==> config.mk <==
export PLATFORM = sky130hd
export DESIGN_NAME = pidt_div
export DESIGN_NICKNAME = d
export VERILOG_FILES = /design/src/rtl/pidt_pkg.sv /design/src/rtl/pidt_div.sv
export SDC_FILE = /design/constraint.sdc
export NUM_CORES = 1
export LEC_CHECK = 0
export ABC_CLOCK_PERIOD_IN_PS = 4900
export BUFFER_PORTS_ARGS = -buffer_cell sky130_fd_sc_hd__buf_2
export CORE_ASPECT_RATIO = 1.4
export CORE_UTILIZATION = 40
export CTS_CLUSTER_SIZE = 14
export DETAILED_ROUTE_END_ITERATION = 12
export SYNTH_ARGS = -nofsm -noshare
export SYNTH_HDL_FRONTEND = slang
export SYNTH_SLANG_ARGS = --single-unit
==> constraint.sdc <==
create_clock -name clk -period 4.9 [get_ports clk]
set_input_delay 0.49 -clock clk [delete_from_list [all_inputs] [get_ports clk]]
set_output_delay 0.49 -clock clk [all_outputs]
set_load 0.1 [all_outputs]
==> src/rtl/pidt_pkg.sv <==
//------------------------------------------------------------------------------
// pidt_pkg
// Shared types and constants of the timed PID controller.
//------------------------------------------------------------------------------
`timescale 1ns / 1ps
`default_nettype none
package pidt_pkg;
	localparam logic [1:0] OP_UPDATE = 2'd0;
	localparam logic [1:0] OP_TARGET = 2'd1;
	localparam logic [1:0] OP_RESET  = 2'd2;

	localparam logic [2:0] REG_GAIN_P = 3'd0;
	localparam logic [2:0] REG_GAIN_I = 3'd1;
	localparam logic [2:0] REG_GAIN_D = 3'd2;
	localparam logic [2:0] REG_LIMIT  = 3'd3;
	localparam logic [2:0] REG_WINDOW = 3'd4;

	localparam logic [31:0] WINDOW_RESET = 32'd300000;
	localparam logic [19:0] SCALE_US     = 20'd1000000;

	// 10^6 = 2^6 * 15625; the odd part is divided by reciprocal multiply,
	// ceil(2^44 / 15625), exact for dividends below 2^30
	localparam logic [13:0] SCALE_ODD   = 14'd15625;
	localparam logic [30:0] SCALE_RECIP = 31'd1125899907;

	// divider request: signed dividend / unsigned divisor, truncated
	typedef struct packed {
		logic        start;
		logic [63:0] dividend;
		logic [31:0] divisor;
	} div_req_t;

	typedef struct packed {
		logic        done;
		logic [63:0] quotient;
	} div_rsp_t;
endpackage
`default_nettype wire

==> src/rtl/pidt_div.sv <==
//------------------------------------------------------------------------------
// pidt_div
// Radix-2 restoring divider, signed dividend by unsigned divisor, one
// quotient bit per cycle, quotient truncated toward zero.
//------------------------------------------------------------------------------
`timescale 1ns / 1ps
`default_nettype none
module pidt_div (
	input  wire                  clk,
	input  wire                  arst_n,
	input  pidt_pkg::div_req_t   req,
	output pidt_pkg::div_rsp_t   rsp
);
	import pidt_pkg::*;

	logic        busy_q;
	logic [5:0]  cnt_q;
	logic [63:0] quo_q;
	logic [32:0] rem_q;
	logic [31:0] dvs_q;
	logic        neg_q;
	logic        done_q;
	logic [32:0] trial;
	logic [32:0] shifted;

	assign shifted = {rem_q[31:0], quo_q[63]};
	assign trial   = shifted - {1'b0, dvs_q};

	always_ff @(posedge clk or negedge arst_n) begin
		if (!arst_n) begin
			busy_q <= 1'b0;
			done_q <= 1'b0;
			cnt_q  <= '0;
		end else begin
			done_q <= 1'b0;
			if (req.start) begin
				busy_q <= 1'b1;
				cnt_q  <= '0;
			end else if (busy_q) begin
				cnt_q <= cnt_q + 6'd1;
				if (cnt_q == 6'd63) begin
					busy_q <= 1'b0;
					done_q <= 1'b1;
				end
			end
		end
	end

	always_ff @(posedge clk) begin
		if (req.start) begin
			neg_q <= req.dividend[63];
			quo_q <= req.dividend[63] ? (~req.dividend + 64'd1) : req.dividend;
			dvs_q <= req.divisor;
			rem_q <= '0;
		end else if (busy_q) begin
			if (!trial[32]) begin
				rem_q <= trial;
				quo_q <= {quo_q[62:0], 1'b1};
			end else begin
				rem_q <= shifted;
				quo_q <= {quo_q[62:0], 1'b0};
			end
		end
	end

	assign rsp.done     = done_q;
	assign rsp.quotient = neg_q ? (~quo_q + 64'd1) : quo_q;
endmodule
`default_nettype wire

Word-level counts from Yosys, hierarchy flattened
Index checks and enable logic that the tools add are counted.
{ "op_classes": {"addsub": 4, "n_eq_ne": 1, "n_mux": 14, "n_bitwise": 2, "n_reduce_logical": 1} }
{ "op_table": {"columns": ["op", "count"], "rows": [
  ["64-bit two-way mux", 4],
  ["64-bit by 1-bit adder with 64-bit output, second input constant", 2],
  ["64-bit NOT", 2],
  ["33-bit by 32-bit subtractor with 33-bit output", 1],
  ["32-bit two-way mux", 1],
  ["6-bit two-way mux", 2],
  ["1-bit two-way mux", 7],
  ["6-bit by 1-bit adder with 6-bit output, second input constant", 1],
  ["6-bit == test, second input constant", 1],
  ["2-bit nonzero test", 1]
]} }
{ "totals": {"regBits": 137, "inputBits": 99, "output_inout_bits": 65, "elab_cells": 29} }

Depth between registers and ports, before layout
{ "logic_depth": {"depth_word": 4, "ltp_mapped": 14, "ltp_nobuf": 12} }

Least setup slack after synthesis
No wires, ideal clock.
{ "synth_path": {"kind": "register to output", "from": "register quo_q[6]", "to": "output port rsp[60] (netlist name)", "arrival_ps": 4813, "required_time_ps": 4410, "setup_slack_ps": -403, "stages_incl_launch_ff": 12, "path_buffers": 2, "cell_sequence": "edfxtp_1 -> or4_4 -> or2_1 -> or4_4 -> or4_4 -> or3_1 -> buf_2 -> or4_4 -> or3_1 -> buf_6 -> o41ai_4 -> xnor2_1"} }
{ "synth_lines": {"columns": ["element", "line_no", "text"], "rows": [
  ["start, declared", "pidt_div.sv:18", "logic [63:0] quo_q;"],
  ["start signal, assigned", "pidt_div.sv:52", "quo_q <= req.dividend[63] ? (~req.dividend + 64'd1) : req.dividend;"],
  ["start signal, assigned", "pidt_div.sv:58", "quo_q <= {quo_q[62:0], 1'b1};"],
  ["start signal, assigned", "pidt_div.sv:61", "quo_q <= {quo_q[62:0], 1'b0};"],
  ["end, declared", "pidt_div.sv:12", "output pidt_pkg::div_rsp_t rsp"]
]} }

==> summary.txt <==
Layout
  – Layout Nets: 1,394
  – Fraction of layout cells with a size suffix above 1: 21.93%
  – Fill cells: 2,357
  – Multi-input gate area: 5846 sq um
  – Layout Cells excl Fill: 1,584
  – Area grow syn2layout: 24.76%
  – Register area: 3754 sq um

Run
  – Maxcap violations: 0

Yosys
  – Sequential share of the synthesized area: 38.49%
  – Avg Cell Area, Syn: 8.906 sq um
  – Mapped Cells: 1,095
  – Syn_nets: 1,230
  – EDFF count, synth: 97
  – Mapped Area: 9752 sq um
  – Count of cell types in the netlist: 66
  – Syn. warnings: 0
  – Synthesized flop and latch total: 137
  – Most used DFF post-synth: edfxtp_1
  – Async S/R FF share, synth: 5.839%

Critical path
  – Arr. time, crit path: 4440 ps
  – Crit. Startpoint: quo_q[16]
  – Crit end category: output port
  – CP startpoint kind: flip-flop
  – Worst Reg2Reg Path Length in Cells: 14
  – Crit path kind: reg -> out
  – Crit Path Max Fanout: 5
  – Launch point of the worst reg-to-reg path: quo_q[63]
  – Critical Path RT: 4410 ps

GRT
  – Largest net degree at the start of global routing: 69
  – Initial antenna violation count: 2
  – First-pass GRT wire length: 41,480 microns
  – GRT Util Overall: 21.02%
  – Grt total ovfl: 0
  – Vias in the first global route: 8,413

Timing
  – Clk_skew: 8.350 ps
  – Final hold vios: 0
  – Least-Margin Pin Slew: 1177 ps
  – RSZ-0062 raised after global routing: true
  – Final Cycle Share: 100.6%
  – Worst setup margin: -28.94 ps
  – Max-slew headroom: 21.55%
  – Final Max Slew Viols: 0
  – Fmax: 0.2029 GHz
  – Hold WS: 232.3 ps
  – Min Tclk post-route: 4929 ps
  – Final setup viols: 2

Clock tree
  – Worst-Skew Late Latency: 430 ps
  – CTS tree: built
  – Clock Pin Slew Worst Setup and Hold Paths: 60 ps
  – Clk Tree Root Cell: clkbuf_16
  – TritonCTS Sinks: 137
  – Clock buffer depth: 2
  – CTS buffer count: 17
  – H-tree depth: 4

Pwr
  – Pleak: 4.845 nW
  – Power Density: 487.3 nW/um^2
  – Max VDD drop: 0.0002748 V

Floorplan
  – Die area: 25,020 sq um
  – Num rows: 67
  – Core Region: 23,980 sq um
  – Die height: 186.7 microns
  – Chip width: 134.0 microns
  – Initial Util: 40.67%
  – I/O pins: 164

Min path
  – Hold Path Depth: 1
  – Hold Crit Start: req[18]
  – Min-delay worst type: in -> reg

Status
  – Outcome: complete, but fails checks
  – Failing checks: setup timing

Place
  – Buffers added on ports: 163
  – RePlAce Congestion: 0.8814
  – Place WS: -7.807 ps
  – DP HPWL: 19,160 microns
  – Post-Place Cells: 1,540

Route
  – Remaining antenna violation count after routing: 0
  – Routed via count: 8,635
  – Vias per inst: 5.451
  – DRC: 0
  – DR WL/cell: 16.48 microns
  – Routed Wire Length: 26,110 microns
  – Initial DRC count: 536
  – 1st-pass router iterations: 5
[logic make-up after synthesis]
group,count (synthesis),share of synthesized area (%)
xor+xnor,150,13.47
compound gates,287,18.73
simple gates,356,17.77
flops,137,38.49
fa+ha+maj,36,4.696
buf+inv,104,4.170
mux,25,2.669
[final timing paths]
kind                              to  slack, ps
min in group asynchronous     done_q        430
hold / removal             dvs_q[18]        230
setup / recovery             rsp[57]        -30
hold reg to reg            rem_q[22]        480
max in group asynchronous   cnt_q[1]       4290
setup reg to reg           rem_q[17]        580
[registers in the layout, indices dropped and copies added (netlist names)]
signal and flops:
neg_q 1, done_q 1, busy_q 1, quo_q 64, cnt_q 6, rem_q 32
dvs_q 32
[through the flow]
step	setup TNS, ps	util, %	total power, mW	area (sq um)
after floorplan	-219.8	-	3.908	9842
after CTS	-51.22	50.31	5.948	12060
after global placement	0	47.27	4.583	11330
after global routing	-647.2	50.75	6.243	12170
after detailed placement	-13.21	47.27	4.608	11330
final	-48.74	50.75	5.928	12170
[worst max-delay path, cell delays in order (launching register included)]
cell	delay [ps]
edfxtp_1	450
or4_4	550
or4_4	460
or4_4	520
or3_4	360
or4_4	460
or3_4	480
o41ai_4	350
xnor2_2	170
buf_12	200
[final cells by class]
cell class / count / share of cell area (%)
sequential: 137 / 30.85
inverter: 51 / 1.573
clock buffer: 19 / 3.558
timing repair buffer: 197 / 11.47
clock inverter: 13 / 1.275
tap: 310 / 3.188
multi-input combinational: 855 / 48.05
antenna: 2 / 0.04114
[where the power goes]
group / internal [mW] / leakage (nW) / switching, mW
registers: 1.47 / 1.35 / 0.197
clock network: 0.795 / 0.274 / 0.512
logic: 1.00 / 3.23 / 1.95
total: 3.27 / 4.85 / 2.66
[metal layers]
metal / vias to the layer above / part of all wire (%) / GRT usage, %
li1: 4327 / - / -
met1: 4058 / 42 / 24.30
met2: 207 / 52 / 38.18
met3: 43 / 3.8 / 3.043
met4: 0 / 2.4 / 8.610
met5: - / 0 / 0
[cell usage after synthesis (3+ instances only)]
| cell | number | area [sq um] |
|---|---|---|
| a211oi_1 | 3 | 22.52 |
| a21o_1 | 11 | 82.58 |
| a21oi_1 | 84 | 420.4 |
| a311oi_1 | 15 | 131.4 |
| a31oi_1 | 4 | 25.02 |
| and2_1 | 5 | 31.28 |
| and3_1 | 3 | 18.77 |
| and4_1 | 3 | 26.28 |
| buf_1 | 8 | 30.03 |
| clkbuf_1 | 41 | 153.9 |
| dfrtp_1 | 8 | 200.2 |
| dfxtp_1 | 32 | 640.6 |
| edfxtp_1 | 97 | 2913 |
| ha_1 | 35 | 437.9 |
| inv_1 | 51 | 191.4 |
| mux2_2 | 8 | 90.09 |
| mux2i_1 | 17 | 170.2 |
| nand2_1 | 102 | 382.9 |
| nand2b_1 | 13 | 81.33 |
| nand3_1 | 12 | 60.06 |
| nand3b_1 | 3 | 22.52 |
| nand4_1 | 6 | 37.54 |
| nor2_1 | 105 | 394.1 |
| nor2b_1 | 5 | 31.28 |
| nor3_1 | 26 | 130.1 |
| nor3b_1 | 4 | 30.03 |
| nor4_1 | 16 | 100.1 |
| o21a_1 | 4 | 30.03 |
| o21ai_0 | 84 | 420.4 |
| o21bai_1 | 4 | 30.03 |
| o31ai_1 | 41 | 307.8 |
| o41ai_1 | 13 | 113.9 |
| or2_2 | 4 | 25.02 |
| or3_1 | 20 | 125.1 |
| or4_1 | 20 | 150.1 |
| or4_4 | 4 | 45.04 |
| xnor2_1 | 84 | 735.7 |
| xor2_1 | 66 | 578.1 |
[timing repair]
item                                    4_1_cts  5_1_grt
cloned                                        1        0
hold buffers                                  1        0
resized for setup                            23       11
pin swaps                                     9        5
setup buffers                                 2        6
endpoints found under the hold margin         8        0
endpoints found under the setup margin       21       20
[cells in the final DEF, fill, tap and decap left out, types with 5 or more instances in the layout]
cell	instances
nor2b_1	5
nor4_1	15
xnor2_2	12
mux2_2	8
ha_1	35
xnor2_1	72
a21oi_1	84
or3_1	15
nor3_1	25
a311oi_1	15
o21ai_1	5
inv_1	50
dfrtp_1	8
nand2_1	102
nor2_1	104
or3_4	6
dfxtp_1	32
mux2i_1	17
buf_2	141
or4_1	15
and2_1	5
or4_4	9
buf_4	33
xor2_1	66
nand2b_1	13
a21o_1	11
clkbuf_16	17
o41ai_1	12
edfxtp_1	97
o31ai_1	35
nand3_1	12
buf_12	21
nand4_1	6
o21ai_0	79
(Power assumes the default switching activity.)
